$ cat config.mk
export PLATFORM = sky130hd
export DESIGN_NAME = yaz0_queue
export DESIGN_NICKNAME = d
export VERILOG_FILES = /design/src/hw/rtl/yaz0_pkg.sv /design/src/hw/rtl/yaz0_queue.sv
export SDC_FILE = /design/constraint.sdc
export NUM_CORES = 1
export LEC_CHECK = 0
export BUFFER_PORTS_ARGS = -buffer_cell sky130_fd_sc_hd__buf_4
export CAP_MARGIN = 25
export CORE_UTILIZATION = 56
export CTS_CLUSTER_SIZE = 25
export DETAILED_ROUTE_END_ITERATION = 10
export HOLD_SLACK_MARGIN = 0.12
export PLACE_DENSITY = 0.88
export REMOVE_ABC_BUFFERS = 1
export SETUP_SLACK_MARGIN = 0.1
export SLEW_MARGIN = 0
export SYNTH_ARGS = -nofsm -noshare
export SYNTH_HDL_FRONTEND = slang
export SYNTH_SLANG_ARGS = --single-unit
$ cat constraint.sdc
create_clock -name i_clk -period 2.6 [get_ports i_clk]
set_clock_uncertainty 0.2 [all_clocks]
set_input_delay 0.52 -clock i_clk [delete_from_list [all_inputs] [get_ports i_clk]]
set_output_delay 0.52 -clock i_clk [all_outputs]
set_load 0.1 [all_outputs]
$ cat src/hw/rtl/yaz0_pkg.sv
`timescale 1ns / 1ps
package yaz0_pkg;

    // History window
    localparam int WIN_DEPTH = 4096;
    localparam int WIN_AW    = $clog2(WIN_DEPTH);

    // Result grouping
    localparam int LANES   = 8;
    localparam int LANE_W  = $clog2(LANES);
    localparam int OUT_W   = 8 * LANES;
    localparam int COUNT_W = 4;

    // Copy length: nibble + 2, or extra byte + 18, at most 273
    localparam int LEN_W        = 9;
    localparam int SHORT_BIAS   = 2;
    localparam int LONG_BIAS    = 18;

    // Command queue between parser and copy engine
    localparam int QUEUE_DEPTH = 4;
    localparam int QUEUE_AW    = $clog2(QUEUE_DEPTH);

    localparam int SIZE_W = 32;

    typedef struct packed {
        logic              is_lit;
        logic [7:0]        lit;
        logic [LEN_W-1:0]  len;
        logic [WIN_AW-1:0] dist_m1;
        logic              done;
    } t_cmd;

endpackage

$ cat src/hw/rtl/yaz0_queue.sv
`timescale 1ns / 1ps
module yaz0_queue import yaz0_pkg::*; (
    input  logic i_clk,
    input  logic i_rst_n,
    input  logic i_push,
    input  t_cmd i_cmd,
    input  logic i_pop,
    output logic o_full,
    output logic o_empty,
    output t_cmd o_cmd
);

    t_cmd                r_slot [QUEUE_DEPTH];
    logic [QUEUE_AW-1:0] r_wr, r_rd;
    logic [QUEUE_AW:0]   r_cnt;

    assign o_full  = (r_cnt == (QUEUE_AW+1)'(QUEUE_DEPTH));
    assign o_empty = (r_cnt == '0);
    assign o_cmd   = r_slot[r_rd];

    // Store pushed commands
    always_ff @(posedge i_clk) begin
        if (i_push) begin
            r_slot[r_wr] <= i_cmd;
        end
    end

    // Advance pointers and fill count
    always_ff @(posedge i_clk) begin
        if (!i_rst_n) begin
            r_wr  <= '0;
            r_rd  <= '0;
            r_cnt <= '0;
        end else begin
            if (i_push) begin
                r_wr <= r_wr + QUEUE_AW'(1);
            end
            if (i_pop) begin
                r_rd <= r_rd + QUEUE_AW'(1);
            end
            case ({i_push, i_pop})
                2'b10:   r_cnt <= r_cnt + (QUEUE_AW+1)'(1);
                2'b01:   r_cnt <= r_cnt - (QUEUE_AW+1)'(1);
                default: r_cnt <= r_cnt;
            endcase
        end
    end

endmodule

; ---- After elaboration in Yosys (flattened, before gate mapping)
; Memories as Yosys holds them, arrays and structs flattened. A register that Yosys moved wholly into a read port is not among the register bits.
; Index checks and enable logic that the tools add are counted.
[word_totals]
regBits = 7
mem_bits_rw = 124
input_bits = 35
out_inout_bits = 33
word_cells = 18
mem_count = 1
[memory_table]
columns = name, words, width, read_ports, rd_ports_with_merged_regs, wr, line_no
row1 = r_slot, 4, 31, 1, 1, 1, yaz0_queue.sv:13  ; t_cmd r_slot [QUEUE_DEPTH];
[op_classes]
add_sub_neg = 4
n_eq_ne = 3
muxes = 5
reduce_logical = 2
[op_table]
columns = op, count
row1 = case mux 3 bit (2 select lines), 1
row2 = adder 2 x 1 -> 2 bit (second input constant), 2
row3 = two-way mux 2 bit, 2
row4 = adder 3 x 1 -> 3 bit (second input constant), 1
row5 = equality test 3 bit (second input constant), 1
row6 = zero test 3 bit, 1
row7 = subtractor 3 x 1 -> 3 bit (second input constant), 1
row8 = equality test 2 x 1 -> 1 bit (second input constant), 1
row9 = equality test 2 bit (second input constant), 1
row10 = two-way mux 1 bit, 2
row11 = nonzero test 2 bit, 1

; ---- Depth between registers and ports, before layout
; Gate-level depths: netlist (run 1).
[logic_depth]
word_depth = 3
mapped_depth = 7
depth_no_buf = 7

; ---- Worst setup path before layout (run 1)
; Ideal clock, no wire load.
[synth_timing]
kind = register to output
from = reg r_cnt[0]
to = out o_empty
arrival_time_ps = 2381
required_time_ps = 1880
path_slack_ps = -501
path_stages_with_launch = 2
n_path_buf = 0
path_cell_list = dfxtp_1 -> nor3_1
[synth_via]
elab_chain_cells = 1
[synth_rtl]
columns = element, line_no
row1 = "start, declared", yaz0_queue.sv:15  ; logic [QUEUE_AW:0] r_cnt;
row2 = "start signal, assigned", yaz0_queue.sv:42  ; 2'b10: r_cnt <= r_cnt + (QUEUE_AW+1)'(1);
row3 = "start signal, assigned", yaz0_queue.sv:43  ; 2'b01: r_cnt <= r_cnt - (QUEUE_AW+1)'(1);
row4 = "start signal, assigned", yaz0_queue.sv:44  ; default: r_cnt <= r_cnt;
row5 = zero test 3 bit, yaz0_queue.sv:18  ; assign o_empty = (r_cnt == '0);
row6 = "end, declared", yaz0_queue.sv:9  ; output logic o_empty,
; Every way passes these cells.

==> results.toml, run 1 <==
[status]
outcome = "finished, violations left"
violations = "setup timing"

[die]
ioPinCount = 68
core_area_um2 = 8380
die_w_um = 95.8
fp-row-count = 33
start_util_pct = 58.8
die_h_um = 95.8
die-area_um2 = 9170

[routing]
vias = 2586
first_iter_violations = 184
post_drt_wl_per_cell_um = 23.9
drc = 0
wl_um = 10800
dr.pass1.iters = 4
ant_nets = 0
via_per_inst = 5.73

[logic_synthesis]
synth_area_per_cell_um2 = 23.8
ys_warn_count = 0
netlist_instances = 207
synth-seq-cells = 133
synth.cell_area_um2 = 4920
seq_area_frac_synth_pct = 79.3
yosysUniqueCellTypes = 20

[finish]
area_growth_pct = 41.9
final_common_cell = "edfxtp_1"
design_area_um2 = 6990
drive_gt1_share_pct = 42.5
nets = 374
diodes = 0
layout_common_cells = "edfxtp_1 (124), buf_4 (44), dlygate4sd3_1 (32)"

[sta]
fmax_mhz = 379
timing.hold.ws_ns = 0.161
slew_violations = 0
slew_headroom_pct = 75.3
min_period_over_period_pct = 102
fin_crit_ns = 2.64
rsz0062_at_grt = "yes"
tightest_slew_ns = 0.370
hold_viol = 0
finalSetupViolations = 9
fin_ws_ns = -0.0396

[global_routing]
grt_use_total_pct = 25.5
grt_first_pass_wirelength_um = 15400
grt_pass1_vias = 2687
overflow = 0
grt_max_degree = 23
antenna_found_initial = 0

[flow_run]
maxCapViolations = 0

[cts]
cts_buffers = 17
cts.clk_slew.worst_paths_ns = 0.06
cts_tree = "yes"
h-tree-depth = 4
cts_buffer_depth = 2
clockRootBuffer = "clkbuf_8"
clk-insertion-delay-late_ns = 0.51
cts.sinks = 133

[critical_path]
critPathBufInv = 2
cp-end-kind = "output port"
critPathRequiredTime_ns = 1.88
critical_path_depth = 3
reg2regPathDepth = 4
slowest_delay_ns = 0.55
path_class = "flop to output port"
critPathMaxFanout = 6
crit_path_cell_trace = "clkbuf_16, mux4_2, buf_6"
critPathSlowestCell = "mux4_2"
critPathTopFamily = "multiplexers"
cp-start-kind = "flop"
worstPathArrival_ns = 1.92

[power]
power.density_nw_per_um2 = 928
leakage_nw = 2.50
power.total_w = 0.00649
peakVddDrop_v = 0.000607

[place]
hpwl_um = 5370
gp_congestion = 0.698
place_area_um2 = 5630
port_buffers = 67

[worst_hold_path]
hp-class = "input port to flop"
holdPathStages = 3
[Yosys cell counts]
cell / n / area, µm²
o21ai_0: 2 / 10.0
or3_1: 1 / 6.26
buf_2: 3 / 15.0
xnor2_1: 2 / 17.5
and3_1: 1 / 6.26
and2_1: 10 / 62.6
nor2b_1: 1 / 6.26
nand2_1: 2 / 7.51
dfxtp_1: 9 / 180
buf_6: 3 / 33.8
nor3_1: 1 / 5.00
fa_1: 1 / 20.0
mux4_1: 1 / 26.3
ha_1: 5 / 62.6
edfxtp_1: 124 / 3720
xor2_1: 3 / 26.3
mux4_2: 30 / 676
a21boi_0: 1 / 7.51
inv_1: 6 / 22.5
mux2i_1: 1 / 10.0
[area by class of cell]
cell class              count  area, µm²
well taps                 105        131
flip-flops and latches    133       3910
multi-input cells          62        951
repair buffers            113       1330
clock inverters            14        231
fillers                   358       1390
clock buffers              18        418
inverters                   6       22.5
[power by group]
group	switching, W	internal (W)	leakage (nW)
Clock	0.000877	0.00175	0.314
Combinational	0.000867	0.000498	0.970
Sequential	0.0000452	0.00246	1.21
[flip-flops by register name (all words and copies together), names as in the netlist, named ones only]
register,count
r_cnt,3
r_rd,2
r_slot,124
r_wr,2
[repair_timing]
item | 4_1_cts | 5_1_grt
pin swaps | 0 | 0
resized for setup | 79 | 3
setup buffers | 2 | 0
endpoints found under the hold margin | 133 | 0
hold buffers | 32 | 0
cloned | 1 | 1
setup endpoints to repair | 31 | 31
[final timing paths]
| kind | from | to | slack, ns |
|---|---|---|---|
| max reg2reg | r_wr[0] | r_slot[0][5] | 0.81 |
| max | flop | o_cmd[6] | -0.04 |
| min reg2reg | r_cnt[2] | r_cnt[2] | 0.32 |
| min | i_pop | r_rd[0] | 0.16 |
[tightest hold or removal path: cells and delay by family]
family	cells	cell delay, ns
buffers and inverters	1	0.10
and+or+nand+nor	1	0.14
xor gates and xnor gates	1	0.07
[kinds of logic after synthesis]
logic type      synth area share, %
xor+xnor                      0.889
compound gates                0.356
fa+ha+maj                      1.68
buf+inv                        1.45
mux                            14.5
simple gates                   1.91
flops                          79.3
[layer usage]
layer,wire length (µm),track usage (%),vias to the layer above,share of wire (%)
met5,0,0,-,0
met2,5720,44.0,121,53
li1,-,-,1107,-
met1,4270,30.1,1340,40
met4,174,10.4,0,1.6
met3,633,7.58,18,5.9
[metrics by stage]
stage	setup TNS (ns)	std cells	util [%]	worst slack, ns
3_3_place_gp	0	383	67.2	0.360
6_report	-0.0770	451	83.4	-0.0396
2_1_floorplan	-14.54	201	-	-0.676
3_5_place_dp	0	383	67.2	0.336
5_1_grt	-1.49	451	83.4	-0.0809
4_1_cts	-0.0277	450	83.0	-0.0147
(Power assumes the default switching activity.)
==> inputs of run 2 (changes only) <==
--- a/config.mk
+++ b/config.mk
@@ -5,6 +5,7 @@
 export SDC_FILE = /design/constraint.sdc
 export NUM_CORES = 1
 export LEC_CHECK = 0
+export ABC_CLOCK_PERIOD_IN_PS = 2600
 export BUFFER_PORTS_ARGS = -buffer_cell sky130_fd_sc_hd__buf_4
 export CAP_MARGIN = 25
 export CORE_UTILIZATION = 56
@@ -14,6 +15,7 @@
 export PLACE_DENSITY = 0.88
 export REMOVE_ABC_BUFFERS = 1
 export SETUP_SLACK_MARGIN = 0.1
+export SKIP_LAST_GASP = 1
 export SLEW_MARGIN = 0
 export SYNTH_ARGS = -nofsm -noshare
 export SYNTH_HDL_FRONTEND = slang
==> results.toml, run 2 (same netlist as run 1, synthesis figures left out) <==
[status]
outcome = "completed"

[cts]
cts_buffers = 17
clk-insertion-delay-late_ns = 0.51
cts.sinks = 133
cts_buffer_depth = 2
cts_tree = "yes"
h-tree-depth = 4
cts.clk_slew.worst_paths_ns = 0.06
clockRootBuffer = "clkbuf_8"

[critical_path]
slowest_delay_ns = 0.55
path_class = "flop to output port"
critPathTopFamily = "multiplexers"
worstPathArrival_ns = 1.88
critical_path_depth = 3
critPathRequiredTime_ns = 1.88
crit_path_cell_trace = "buf_12, mux4_2, buf_6"
critPathMaxFanout = 11
critPathBufInv = 2
critPathSlowestCell = "mux4_2"
cp-end-kind = "output port"
reg2regPathDepth = 5
cp-start-kind = "flop"

[finish]
largest_reg_flops = 124
reg_top3 = "r_slot x124, r_cnt x3"
area_growth_pct = 37.6
final_common_cell = "edfxtp_1"
drive_gt1_share_pct = 42.3
layout_common_cells = "edfxtp_1 (124), buf_4 (44), dlygate4sd3_1 (32)"
final_core_util_pct = 80.8
fin_cells = 450
nets = 373
regMostFlops = "r_slot"
design_area_um2 = 6770
diodes = 0

[power]
power.density_nw_per_um2 = 934
peakVddDrop_v = 0.000606
leakage_nw = 2.41

[sta]
slew_headroom_pct = 76.0
fin_crit_ns = 2.60
tns_ns = 0
rsz0062_at_grt = "yes"
min_period_over_period_pct = 100
slew_violations = 0
hold_viol = 0
fmax_mhz = 385
finalSetupViolations = 0
tightest_slew_ns = 0.360

[global_routing]
grt_max_degree = 23
grt_use_total_pct = 24.4
grt_first_pass_wirelength_um = 14800
antenna_found_initial = 0
overflow = 0
grt_pass1_vias = 2699

[routing]
wl_um = 10200
first_iter_violations = 141
dr.pass1.iters = 4
vias = 2541
ant_nets = 0
drc = 0
via_per_inst = 5.65
post_drt_wl_per_cell_um = 22.6

[die]
core_area_um2 = 8380
die-area_um2 = 9170
die_w_um = 95.8
start_util_pct = 58.8
fp-row-count = 33
die_h_um = 95.8
ioPinCount = 68

[flow_run]
maxCapViolations = 0

[place]
port_buffers = 67
placedCellCount = 383
place_area_um2 = 5630
gp_congestion = 0.698
hpwl_um = 5370

[worst_hold_path]
holdPathStages = 3
hp-class = "input port to flop"
run 2: where the power goes:
group / switching, W / internal [W]
logic: 0.000839 / 0.000393
registers: 0.0000430 / 0.00246
clock network: 0.000854 / 0.00175
total: 0.00174 / 0.00459
run 2: worst paths after layout:
path / slack (ns) / start / to
worst max-delay path: 0.00004 / flop / o_cmd[14]
worst min-delay path: 0.17 / i_pop / r_rd[0]
worst max register to register: 0.82 / r_cnt[0] / r_cnt[2]
worst min register to register: 0.32 / r_cnt[2] / r_cnt[2]
run 2: routing by layer:
metal	global-route usage (%)	up-vias	part of all wire, %
li1	-	1105	-
met1	28.1	1294	38
met2	42.3	123	54
met3	7.03	19	5.7
met4	11.6	0	2.3
met5	0	-	0
run 2: tightest hold or removal path, stage by stage:
cell and delay, ns:
buf_4 0.10, xor2_1 0.07, and2_1 0.14
run 2: what timing repair did:
action,CTS,global route
gates cloned,1,0
hold buffers,32,0
endpoints found under the setup margin,31,31
resized for setup,37,1
hold endpoints to repair,133,0
buffers inserted,2,0
run 2: final cells by class:
cell class	count	area, µm²
Sequential cell	133	3910
Fill cell	392	1610
Timing Repair Buffer	112	1110
Multi-Input combinational cell	62	951
Clock buffer	18	418
Clock inverter	14	231
Tap cell	105	131
Inverter	6	22.5
run 2: metrics by stage:
stage                     worst slack [ns]  power [W]  hold slack (ns)
after floorplan                     -0.676    0.00336            0.273
after global placement               0.360    0.00361            0.289
after detailed placement             0.336    0.00363            0.316
after CTS                          -0.0147    0.00632            0.153
after global routing               -0.0647    0.00650            0.158
final                            0.0000442    0.00633            0.168
