## src/hw/rtl/yaz0_pkg.sv

```systemverilog
`timescale 1ns / 1ps
package yaz0_pkg;

    // History window
    localparam int WIN_DEPTH = 4096;
    localparam int WIN_AW    = $clog2(WIN_DEPTH);

    // Result grouping
    localparam int LANES   = 8;
    localparam int LANE_W  = $clog2(LANES);
    localparam int OUT_W   = 8 * LANES;
    localparam int COUNT_W = 4;

    // Copy length: nibble + 2, or extra byte + 18, at most 273
    localparam int LEN_W        = 9;
    localparam int SHORT_BIAS   = 2;
    localparam int LONG_BIAS    = 18;

    // Command queue between parser and copy engine
    localparam int QUEUE_DEPTH = 4;
    localparam int QUEUE_AW    = $clog2(QUEUE_DEPTH);

    localparam int SIZE_W = 32;

    typedef struct packed {
        logic              is_lit;
        logic [7:0]        lit;
        logic [LEN_W-1:0]  len;
        logic [WIN_AW-1:0] dist_m1;
        logic              done;
    } t_cmd;

endpackage

```

## src/hw/rtl/yaz0_front.sv

```systemverilog
`timescale 1ns / 1ps
module yaz0_front import yaz0_pkg::*; (
    input  logic              i_clk,
    input  logic              i_rst_n,
    input  logic              i_valid,
    input  logic [7:0]        i_byte,
    input  logic              i_sos,
    input  logic [SIZE_W-1:0] i_size,
    input  logic              i_q_full,
    output logic              o_ready,
    output logic              o_push,
    output t_cmd              o_cmd
);

    typedef enum logic [3:0] {
        ST_FLAG   = 4'b0001,
        ST_TOKEN  = 4'b0010,
        ST_SECOND = 4'b0100,
        ST_EXTRA  = 4'b1000
    } t_state;

    t_state            r_state, n_state;
    logic [7:0]        r_flags, n_flags;
    logic [3:0]        r_left, n_left;
    logic [3:0]        r_nib, n_nib;
    logic [WIN_AW-1:0] r_dist, n_dist;
    logic [SIZE_W-1:0] r_prod, n_prod;

    logic              accept;
    t_state            st_cur;
    logic [SIZE_W-1:0] prod_cur;
    logic [SIZE_W-1:0] rem;
    logic [LEN_W-1:0]  full_len;
    logic [LEN_W-1:0]  take;
    logic [3:0]        left_dec;

    assign o_ready = !i_q_full;
    assign accept  = i_valid && o_ready;

    // Parse one byte and emit literal or copy commands
    always_comb begin
        st_cur   = i_sos ? ST_FLAG : r_state;
        prod_cur = i_sos ? '0 : r_prod;
        rem      = i_size - prod_cur;
        left_dec = (r_left != 4'd0) ? r_left - 4'd1 : 4'd0;
        full_len = (st_cur == ST_EXTRA)
                 ? LEN_W'({1'b0, i_byte}) + LEN_W'(LONG_BIAS)
                 : LEN_W'(r_nib) + LEN_W'(SHORT_BIAS);
        take     = (rem < SIZE_W'(full_len)) ? rem[LEN_W-1:0] : full_len;

        n_state = r_state;
        n_flags = r_flags;
        n_left  = r_left;
        n_nib   = r_nib;
        n_dist  = r_dist;
        n_prod  = r_prod;
        o_push  = 1'b0;
        o_cmd   = '0;

        if (accept) begin
            if (i_sos) begin
                n_state = ST_FLAG;
                n_flags = '0;
                n_left  = '0;
                n_nib   = '0;
                n_dist  = '0;
                n_prod  = '0;
            end
            if (prod_cur < i_size) begin
                case (st_cur)
                    ST_TOKEN: begin
                        if (r_flags[7]) begin
                            o_push       = 1'b1;
                            o_cmd.is_lit = 1'b1;
                            o_cmd.lit    = i_byte;
                            o_cmd.len    = LEN_W'(1);
                            o_cmd.done   = (rem == SIZE_W'(1));
                            n_prod       = prod_cur + SIZE_W'(1);
                            n_flags      = {r_flags[6:0], 1'b0};
                            n_left       = left_dec;
                            n_state      = (left_dec == 4'd0) ? ST_FLAG : ST_TOKEN;
                        end else begin
                            n_nib   = i_byte[7:4];
                            n_dist  = {i_byte[3:0], 8'd0};
                            n_state = ST_SECOND;
                        end
                    end
                    ST_SECOND: begin
                        n_dist = {r_dist[11:8], i_byte};
                        if (r_nib == 4'd0) begin
                            n_state = ST_EXTRA;
                        end else begin
                            o_push        = 1'b1;
                            o_cmd.len     = take;
                            o_cmd.dist_m1 = {r_dist[11:8], i_byte};
                            o_cmd.done    = (rem <= SIZE_W'(full_len));
                            n_prod        = prod_cur + SIZE_W'(take);
                            n_flags       = {r_flags[6:0], 1'b0};
                            n_left        = left_dec;
                            n_state       = (left_dec == 4'd0) ? ST_FLAG : ST_TOKEN;
                        end
                    end
                    ST_EXTRA: begin
                        o_push        = 1'b1;
                        o_cmd.len     = take;
                        o_cmd.dist_m1 = r_dist;
                        o_cmd.done    = (rem <= SIZE_W'(full_len));
                        n_prod        = prod_cur + SIZE_W'(take);
                        n_flags       = {r_flags[6:0], 1'b0};
                        n_left        = left_dec;
                        n_state       = (left_dec == 4'd0) ? ST_FLAG : ST_TOKEN;
                    end
                    default: begin
                        n_flags = i_byte;
                        n_left  = 4'd8;
                        n_state = ST_TOKEN;
                    end
                endcase
            end
        end
    end

    always_ff @(posedge i_clk) begin
        if (!i_rst_n) begin
            r_state <= ST_FLAG;
            r_flags <= '0;
            r_left  <= '0;
            r_nib   <= '0;
            r_dist  <= '0;
            r_prod  <= '0;
        end else begin
            r_state <= n_state;
            r_flags <= n_flags;
            r_left  <= n_left;
            r_nib   <= n_nib;
            r_dist  <= n_dist;
            r_prod  <= n_prod;
        end
    end

endmodule

```

## config.mk

```make
export PLATFORM = sky130hd
export DESIGN_NAME = yaz0_front
export DESIGN_NICKNAME = d
export VERILOG_FILES = /design/src/hw/rtl/yaz0_pkg.sv /design/src/hw/rtl/yaz0_front.sv
export SDC_FILE = /design/constraint.sdc
export NUM_CORES = 1
export LEC_CHECK = 0
export BUFFER_PORTS_ARGS = -buffer_cell sky130_fd_sc_hd__buf_2
export CORE_MARGIN = 10
export CORE_UTILIZATION = 30
export DETAILED_ROUTE_END_ITERATION = 10
export PLACE_DENSITY = 0.53
export SYNTH_ARGS = -nofsm -noshare
export SYNTH_HDL_FRONTEND = slang
export SYNTH_SLANG_ARGS = --single-unit
```

## constraint.sdc

```tcl
create_clock -name i_clk -period 9.7 [get_ports i_clk]
set_input_delay 0.97 -clock i_clk [delete_from_list [all_inputs] [get_ports i_clk]]
set_output_delay 0.97 -clock i_clk [all_outputs]
set_load 0.1 [all_outputs]
```

### After elaboration in Yosys (flattened, before gate mapping)

Index checks and enable logic that the tools add are counted.

| storage, ports and cells | value |
|---|---|
| ROM bits | 0 |
| bits in writable memories | 0 |
| register bits | 64 |
| memories | 0 |
| bits in latches | 0 |
| input port bits | 45 |
| output and inout port bits | 33 |

| operators by class | value |
|---|---|
| muxes and demuxes | 46 |
| bitwise operators | 0 |
| magnitude comparators | 3 |
| divide/modulo/power cells | 0 |
| reduce and logical (&&, ||, !) cells | 6 |
| $add $sub $neg | 6 |
| multipliers | 0 |
| shift operators | 0 |
| equality and inequality tests | 5 |

Operators with widths:

| kind | count |
|---|---|
| $mux 32 | 4 |
| $pmux 32 s3 | 1 |
| $mux 31 | 2 |
| $mux 4 | 12 |
| $pmux 12 s2 | 2 |
| $mux 12 | 3 |
| $add 32x1->32 const B | 1 |
| $add 32x9->32 | 1 |
| $eq 32x1->1 const B | 1 |
| $le 32x9->1 | 1 |
| $lt 32x32->1 | 1 |
| $lt 32x9->1 | 1 |
| $mux 8 | 4 |
| $sub 32x32->32 | 1 |
| $mux 9 | 3 |
| $pmux 9 s3 | 1 |
| $pmux 4 s3 | 2 |
| $pmux 8 s3 | 1 |
| $mux 22 | 1 |
| $mux 18 | 1 |
| $add 8x5->9 const B | 1 |
| $logic_not 4->1 | 2 |
| $pmux 1 s3 | 2 |
| $add 4x2->5 const B | 1 |
| other kinds (12) | 16 |

### Longest topological paths before layout

Gate-level depths: netlist of the first run.

| logic depth | value |
|---|---|
| depth in word-level cells | 9 |
| mapped depth | 34 |
| depth with buffers taken out | 30 |

### Worst setup path after synthesis of the first run

OpenSTA, ideal clock, no wires.

| timing | value |
|---|---|
| path kind | input -> output |
| from | input port i_sos |
| to | output port o_cmd[0] (netlist name) |
| data arrival time | 7626 ps |
| cell stages on the path | 18 |
| required time | 8730 ps |
| slack | 1104 ps |
| cell sequence | buf_1 clkbuf_1 clkbuf_1 clkbuf_1 clkbuf_1 nand2b_1 inv_1 fa_1 nand2b_1 a21oi_1 o211ai_1 nand2_1 mux2_2 nand3_1 or4_4 nor4b_4 nand2_1 nor4_1 |

RTL lines:

| element | line | RTL |
|---|---|---|
| start, declared | yaz0_front.sv:7 | `input logic i_sos,` |
| end, declared | yaz0_front.sv:12 | `output t_cmd o_cmd` |

### Worst setup path in the final report of the first run

| timing | value |
|---|---|
| from | input port i_sos |
| to | register r_prod[16] |

| between the ends | value |
|---|---|
| longest elaborated chain between the ends | 9 |

RTL lines:

| element | line | RTL |
|---|---|---|
| parallel branches: the longest is 8 deep, another holds $sub 32x32->32 | - |  |
| $mux 32 * | yaz0_front.sv:69 | `if (prod_cur < i_size) begin` |
| end signal, assigned | yaz0_front.sv:137 | `r_prod <= n_prod;` |
| end, declared | yaz0_front.sv:27 | `logic [SIZE_W-1:0] r_prod, n_prod;` |

Every way passes the cells marked *.
A chain may end at the register's enable or synchronous reset.

==> results of run 1 <==
-- power groups by stage --
stage               Clock, W  Sequential [W]  Combinational (W)
global placement           0        0.000275           0.000165
detailed placement         0        0.000275           0.000164
CTS                 0.000341        0.000269           0.000165
floorplan                  0        0.000274           0.000116
global route        0.000352        0.000269           0.000182
finish              0.000335        0.000269           0.000166
-- routing by layer --
metal / routed length [um] / share of wire / vias to the layer above
met5: 0 / 0 / -
met4: 455 / 0.017 / 0
met3: 1590 / 0.060 / 35
met2: 12200 / 0.46 / 290
met1: 12300 / 0.46 / 3740
li1: - / - / 3805
-- how the worst min path moves through the flow --
stage                     slack [ps]  cells after the start                      end
after floorplan                  440                      2  r_prod[16]$_SDFFE_PN0P_
after global placement           460                      2   r_dist[8]$_SDFFE_PN0P_
after detailed placement         460                      2  r_prod[23]$_SDFFE_PN0P_
after CTS                        470                      2  r_prod[16]$_SDFFE_PN0P_
after global routing             500                      2  r_prod[16]$_SDFFE_PN0P_
final                            470                      2  r_prod[16]$_SDFFE_PN0P_
-- stage by stage --
stage / total power (W) / setup WS (ps) / hold slack (ps) / utilization / std cells
global route: 0.000803 / 992 / 501 / 0.346 / 1385
detailed placement: 0.000438 / 1480 / 464 / 0.333 / 1369
CTS: 0.000774 / 1790 / 470 / 0.346 / 1385
floorplan: 0.000389 / 1100 / 436 / - / 1015
finish: 0.000770 / 1690 / 465 / 0.346 / 1385
global placement: 0.000440 / 1520 / 457 / 0.333 / 1369
-- state kept, by name, indices dropped and copies added, names as in the netlist --
| signal | flops |
|---|---|
| r_prod | 32 |
| r_left | 4 |
| r_dist | 12 |
| r_nib | 4 |
| r_state | 4 |
| r_flags | 8 |
-- layout by cell type (no fill, tap or decap), drive strengths merged, types with 6 or more instances in the layout --
cell type / netlist / final
a211oi: 8 / 8
a21boi: 8 / 8
a21o: 13 / 13
a21oi: 74 / 74
a22oi: 42 / 42
a31oi: 10 / 10
and2: 14 / 14
and3: 10 / 10
buf: 9 / 86
clkbuf: 42 / 13
dfxtp: 64 / 64
ha: 56 / 56
inv: 53 / 53
mux2i: 9 / 9
nand2: 85 / 85
nand2b: 28 / 28
nand3: 33 / 33
nand4: 23 / 23
nor2: 79 / 79
nor2b: 64 / 64
nor3: 24 / 24
nor4: 10 / 10
o211ai: 11 / 11
o21a: 18 / 18
o21ai: 84 / 84
o22ai: 11 / 11
o31ai: 6 / 6
or2: 8 / 8
or3: 11 / 11
xnor2: 24 / 24
xor2: 17 / 17
-- final cells by class --
cell class | count | area, sq um
Multi-Input combinational cell | 847 | 5530
Sequential cell | 64 | 1280
Fill cell | 2591 | 15400
Timing Repair Buffer | 86 | 453
Clock buffer | 13 | 260
Tap cell | 319 | 399
Inverter | 53 | 199
Clock inverter | 3 | 40.0
-- cell families (layout without fill, tap and decap cells) --
kind of cell,Yosys count,after routing,share of synthesized area
and+or+nand+nor,408,408,0.298
AOI/OAI and AO/OA,327,327,0.296
buffers and inverters,104,155,0.0563
DFF,64,64,0.177
adders and majority gates,58,58,0.103
xor gates and xnor gates,41,41,0.0497
muxes,13,13,0.0203
-- cells in the mapped netlist (11+ instances only) --
cell type | instances | area share
nor3_1 | 24 | 0.017
nand2_1 | 84 | 0.044
o211ai_1 | 11 | 0.011
a21o_1 | 13 | 0.014
a21oi_1 | 69 | 0.048
o21ai_1 | 14 | 0.0097
o22ai_1 | 11 | 0.0095
o21a_1 | 18 | 0.019
nor2b_1 | 64 | 0.055
dfxtp_1 | 64 | 0.18
a22oi_1 | 42 | 0.044
nand2b_1 | 28 | 0.024
and2_1 | 14 | 0.012
xnor2_1 | 24 | 0.029
or3_1 | 11 | 0.0095
o21ai_0 | 69 | 0.048
clkbuf_1 | 42 | 0.022
nand4_1 | 23 | 0.020
inv_1 | 53 | 0.028
nor2_1 | 76 | 0.040
ha_1 | 56 | 0.097
nand3_1 | 32 | 0.022
xor2_1 | 17 | 0.021
-- worst register-to-register path, delay by kind of cell, from the launching register on --
kind / cells / cell delay, ps
AOI/OAI and AO/OA: 10 / 2630
xor gates and xnor gates: 1 / 390
adders and majority gates: 5 / 1600
buffers and inverters: 1 / 50
DFF: 1 / 330
muxes: 1 / 310
and+or+nand+nor: 10 / 1880
==> metrics.cfg, run 1 <==
[run_status]
status = finished, final reports clean

[worst_setup_path]
crit_cells = 29
rr_endpoint = r_prod[16]$_SDFFE_PN0P_
max_stage_delay_ps = 440
cp-endpoint = r_prod[16]$_SDFFE_PN0P_
startpoint_type = primary input
crit_slowest_cell = a21oi_1
crit_family = compound AO/OA/AOI/OAI gates
reg2reg_setup_slack_ps = 2450
worst-path-buf-inv = 2
crit_start = i_sos
regToRegStartpoint = r_prod[0]$_SDFFE_PN0P_
criticalPathCategory = in2reg
required_ps = 9970
crit_top_cell = a21oi_1
rr_worst_depth = 28
cp_max_fo = 32
cp-end-kind = flop
arrival_ps = 8280

[drt]
drt-wirelength-per-cell_um = 19.2
finalWirelength_mm = 26.6
vias = 7870
drt-pass1-iter-count = 6
ant_nets = 0
drc = 0
drt-initial-drc-count = 879
via_per_inst = 5.68

[global_route]
gr-usage-met3 = 0.0278
met1_usage = 0.223
grt_max_degree = 68
grt_pass1_vias = 7513
use_met2 = 0.273
track_usage = 0.168
grt.busiest_layer = met2
grt_pass1_wl_mm = 42.1
globalRoute.totalOverflow = 0
antenna_found_initial = 0

[cts]
clockBufferDepth = 2
clk_latency_ps = 340
cts-resized-gates = 0
post_cts_buffers = 0
cts_tree = built
cts_made_buffers = 9
cts_root_buf = clkbuf_16
clk_pin_slew_worst_paths_ps = 50
cts.sinks = 64
cts_hold_buf = 0
htree_levels = 3

[floorplanning]
dieArea_sq_mm = 0.0307
num_rows = 56
initial_core_util = 0.306
chipHeight_um = 175
core_area_sq_mm = 0.0236
fp.dieW_um = 175
io_pins = 78

[sta]
slew_viol_final = 0
relSlewSlack = 0.230
fmax_mhz = 125
worst_clock_skew_ps = 6.80
tns_ps = 0
period_needed_ps = 8010
finalHoldViolations = 0
worst_pin_slew_ps = 1160
rsz0062_at_grt = false
setup_violations = 0
finalCritPeriodShare = 0.826

[synthesis]
yosysUniqueCellTypes = 75
syn-num-nets = 1118
synth_edf_count = 0
syn_inst = 1015
syn_area_sq_mm = 0.00722
syn_area_per_cell_sq_um = 7.11
synth-main-ff-cell = dfxtp_1
ys.warnings.count = 0
seq_area_frac_synth = 0.177
ys_ff_latch = 64
ys_async_sr_fraction = 0

[placement]
io_buffers = 77
place_hpwl_mm = 20.5
routabilityCongestion = 0.926
dpl_cell_area_sq_mm = 0.00787

[finish]
drive_above_1_share = 0.122
stdcell_area_sq_mm = 0.00817
diodes = 0
nNetsFinal = 1164
area_delta_synth_final_pct = 13.1

[pwr]
p_leak_nw = 3.02
p_seq_frac = 0.350
irDropWorstVdd_uv = 87.8
switchingPower_w = 0.000230
p_sw_frac = 0.298
power_density_mw_per_mm2 = 94.3
p_int_w = 0.000540
power_frac_comb = 0.216
clkPwrFrac = 0.435

[flow_run]
cap_violations = 0

[min_path]
worst_hold_path_type = reg2reg
min-delay-start = r_prod[16]$_SDFFE_PN0P_

No activity file was read; power rests on OpenSTA's default activity.
==> run 2: changes to the inputs <==
--- a/config.mk
+++ b/config.mk
@@ -9,7 +9,7 @@
 export CORE_MARGIN = 10
 export CORE_UTILIZATION = 30
 export DETAILED_ROUTE_END_ITERATION = 10
-export PLACE_DENSITY = 0.53
+export PLACE_DENSITY = 0.55
 export SYNTH_ARGS = -nofsm -noshare
 export SYNTH_HDL_FRONTEND = slang
 export SYNTH_SLANG_ARGS = --single-unit
==> constraint.sdc (replaced) <==
create_clock -name i_clk -period 6.46 [get_ports i_clk]
set_input_delay 0.646 -clock i_clk [delete_from_list [all_inputs] [get_ports i_clk]]
set_output_delay 0.646 -clock i_clk [all_outputs]
set_load 0.1 [all_outputs]
==> run 2 against run 1 <==
  * Sequential share of layout area fell by 3.0 points
  * Final cell count rose by 14%
  * Non-clock buffer count rose by 193
  * Clock power rose by 49%
  * Register-to-register slack got worse by 2000 ps
  * Hold slack improved by 3.3 ps
  * Die area did not move
  * Critical path type unchanged
  * Largest cell class unchanged
==> metrics.cfg, run 2 (synthesized netlist as in run 1, its figures left out) <==
[run_status]
status = finished, final reports clean  ; unchanged

[cts]
cts.sinks = 64  ; unchanged
cts_root_buf = clkbuf_16  ; unchanged
clk_latency_ps = 340  ; about the same
clockBufferDepth = 2  ; unchanged
clk_pin_slew_worst_paths_ps = 60  ; was 50 ps
cts_made_buffers = 9  ; unchanged
htree_levels = 3  ; unchanged
cts_tree = built  ; unchanged
cts_hold_buf = 0  ; unchanged

[global_route]
grt_pass1_wl_mm = 43.5  ; was 42.1 mm
grt_pass1_vias = 8267  ; was 7513
grt_max_degree = 68  ; unchanged
antenna_found_initial = 0  ; unchanged
globalRoute.totalOverflow = 0  ; unchanged
track_usage = 0.172  ; was 0.168

[worst_setup_path]
rr_worst_depth = 27  ; was 28
startpoint_type = primary input  ; unchanged
crit_slowest_cell = or4_4  ; was a21oi_1
rr_endpoint = r_prod[30]$_SDFFE_PN0P_  ; was r_prod[16]$_SDFFE_PN0P_
regToRegStartpoint = r_prod[4]$_SDFFE_PN0P_  ; was r_prod[0]$_SDFFE_PN0P_
crit_top_cell = buf_4  ; was a21oi_1
reg2reg_setup_slack_ps = 460  ; was 2450 ps
required_ps = 6680  ; was 9970 ps
criticalPathCategory = in2reg  ; unchanged
cp_max_fo = 12  ; was 32
max_stage_delay_ps = 500  ; was 440 ps
arrival_ps = 6380  ; was 8280 ps
cp-end-kind = flop  ; unchanged

[sta]
fin_ws_ps = 303  ; was 1690 ps
period_needed_ps = 6160
worst_pin_slew_ps = 1090  ; was 1160 ps
relSlewSlack = 0.272  ; was 0.230
slew_viol_final = 0  ; unchanged
setup_violations = 0  ; unchanged
finalHoldViolations = 0  ; unchanged
fmax_mhz = 162
finalCritPeriodShare = 0.953
worst_clock_skew_ps = 12.1  ; was 6.80 ps

[finish]
drive_above_1_share = 0.292  ; was 0.122
mostFrequentLayoutCells = buf_4 (200), nand2_1 (81), nor2_1 (74), o21ai_0 (66), dfxtp_1 (64)  ; was nand2_1 (84), buf_2 (77), nor2_1 (76), a21oi_1 (69), o21ai_0 (68)
diodes = 0  ; unchanged
area_delta_synth_final_pct = 40.0  ; was 13.1%
final_common_cell = buf_4  ; was nand2_1
nNetsFinal = 1357  ; was 1164
largest_register_ffs = 32  ; unchanged
finish.utilization = 0.428  ; was 0.346
stdcell_area_sq_mm = 0.0101  ; was 0.00817 sq mm
top_regs = r_prod: 32 flops, r_dist: 12 flops, r_flags: 8 flops  ; unchanged
fillers = 2461  ; was 2591
regMostFlops = r_prod  ; unchanged

[placement]
routabilityCongestion = 0.953  ; was 0.926
dpl_cell_area_sq_mm = 0.00954  ; was 0.00787 sq mm
dp_slack_ps = -471  ; was 1480 ps
io_buffers = 77  ; unchanged
place_hpwl_mm = 21.8  ; was 20.5 mm

[drt]
drt-initial-drc-count = 703  ; was 879
ant_nets = 0  ; unchanged
drt-pass1-iter-count = 5  ; was 6
finalWirelength_mm = 27.6  ; was 26.6 mm
drc = 0  ; unchanged
drt-wirelength-per-cell_um = 17.5  ; was 19.2 um
via_per_inst = 5.36  ; was 5.68
vias = 8451  ; was 7870

[min_path]
min-delay-start = r_prod[16]$_SDFFE_PN0P_  ; unchanged
holdPathStages = 2  ; unchanged
hold_path_end = r_prod[16]$_SDFFE_PN0P_  ; unchanged
worst_hold_path_type = reg2reg  ; unchanged

[floorplanning]
dieArea_sq_mm = 0.0307  ; unchanged
initial_core_util = 0.306  ; unchanged
fp.dieW_um = 175  ; unchanged
io_pins = 78  ; unchanged
chipHeight_um = 175  ; unchanged
core_area_sq_mm = 0.0236  ; unchanged
num_rows = 56  ; unchanged

[pwr]
totalPowerFinal_w = 0.00123  ; was 0.000770 W
p_leak_nw = 4.00  ; was 3.02 nW
irDropWorstVdd_uv = 125  ; was 87.8 uV
power_density_mw_per_mm2 = 121  ; was 94.3 mW/mm^2

[flow_run]
cap_violations = 0  ; unchanged

-- run 2: cell types whose count changed in the layout (fill, tap and decap cells not counted), moves of 6 or more --
| cell | before | now |
|---|---|---|
| a21oi_1 | 69 | 59 |
| buf_4 | 9 | 200 |
| ha_1 | 56 | 50 |
| buf_12 | 0 | 14 |
| a21oi_2 | 5 | 14 |
| buf_2 | 77 | 62 |
-- run 2: per-layer routing --
layer | vias to the layer above | track usage | routed length [um]
li1 | 4196 | - | -
met1 | 3973 | 0.216 | 12300
met2 | 244 | 0.299 | 13200
met3 | 38 | 0.0319 | 1500
met4 | 0 | 0.0381 | 589
met5 | - | 0 | 0
-- run 2: worst max-delay path by stage --
stage               slack, ps  cells after the start   from                       to
detailed placement       -470                     30  i_sos  r_prod[29]$_SDFFE_PN0P_
finish                    300                     29  i_sos  r_prod[30]$_SDFFE_PN0P_
floorplan                   9                     33  i_sos  r_prod[16]$_SDFFE_PN0P_
global placement         -440                     30  i_sos  r_prod[23]$_SDFFE_PN0P_
global route              -20                     29  i_sos  r_prod[21]$_SDFFE_PN0P_
CTS                        10                     30  i_sos  r_prod[11]$_SDFFE_PN0P_
-- run 2: area by class of cell --
type                    count  area, sq um  area share
multi-input cells         847         5810       0.574
repair buffers            279         2130       0.210
flip-flops and latches     64         1280       0.127
well taps                 319          399      0.0395
clock buffers              10          229      0.0226
inverters                  53          199      0.0197
clock inverters             6         68.8     0.00681
-- run 2: power by group --
| part | leakage [nW] | internal [W] | total, W | switching (W) |
|---|---|---|---|---|
| logic | 3.34 | 0.000149 | 0.000323 | 0.000174 |
| registers | 0.517 | 0.000399 | 0.000404 | 0.00000488 |
| clock network | 0.143 | 0.000301 | 0.000499 | 0.000198 |
| total | 4.00 | 0.000849 | 0.00123 | 0.000377 |
-- run 2: repair_timing --
item / in CTS / in global routing
pin swaps: 0 / 15
resized for setup: 3 / 46
hold endpoints to repair: 0 / 0
buffers inserted: 0 / 5
setup endpoints to repair: 8 / 23
-- run 2: critical path, delay by kind of cell --
kind,cells,cell delay (ps)
AO/OA/AOI/OAI,11,1790
XOR/XNOR,2,310
AND/OR/NAND/NOR,8,1820
multiplexers,1,320
adder cells (fa/ha/maj),2,710
buffers and inverters,5,780
-- run 2: metrics by stage --
step	hold WS, ps	TNS [ps]	std cells
2_1_floorplan	436	0	1015
3_3_place_gp	447	-5660	1557
3_5_place_dp	459	-5860	1557
4_1_cts	471	0	1573
5_1_grt	494	-40.4	1578
6_report	468	0	1578
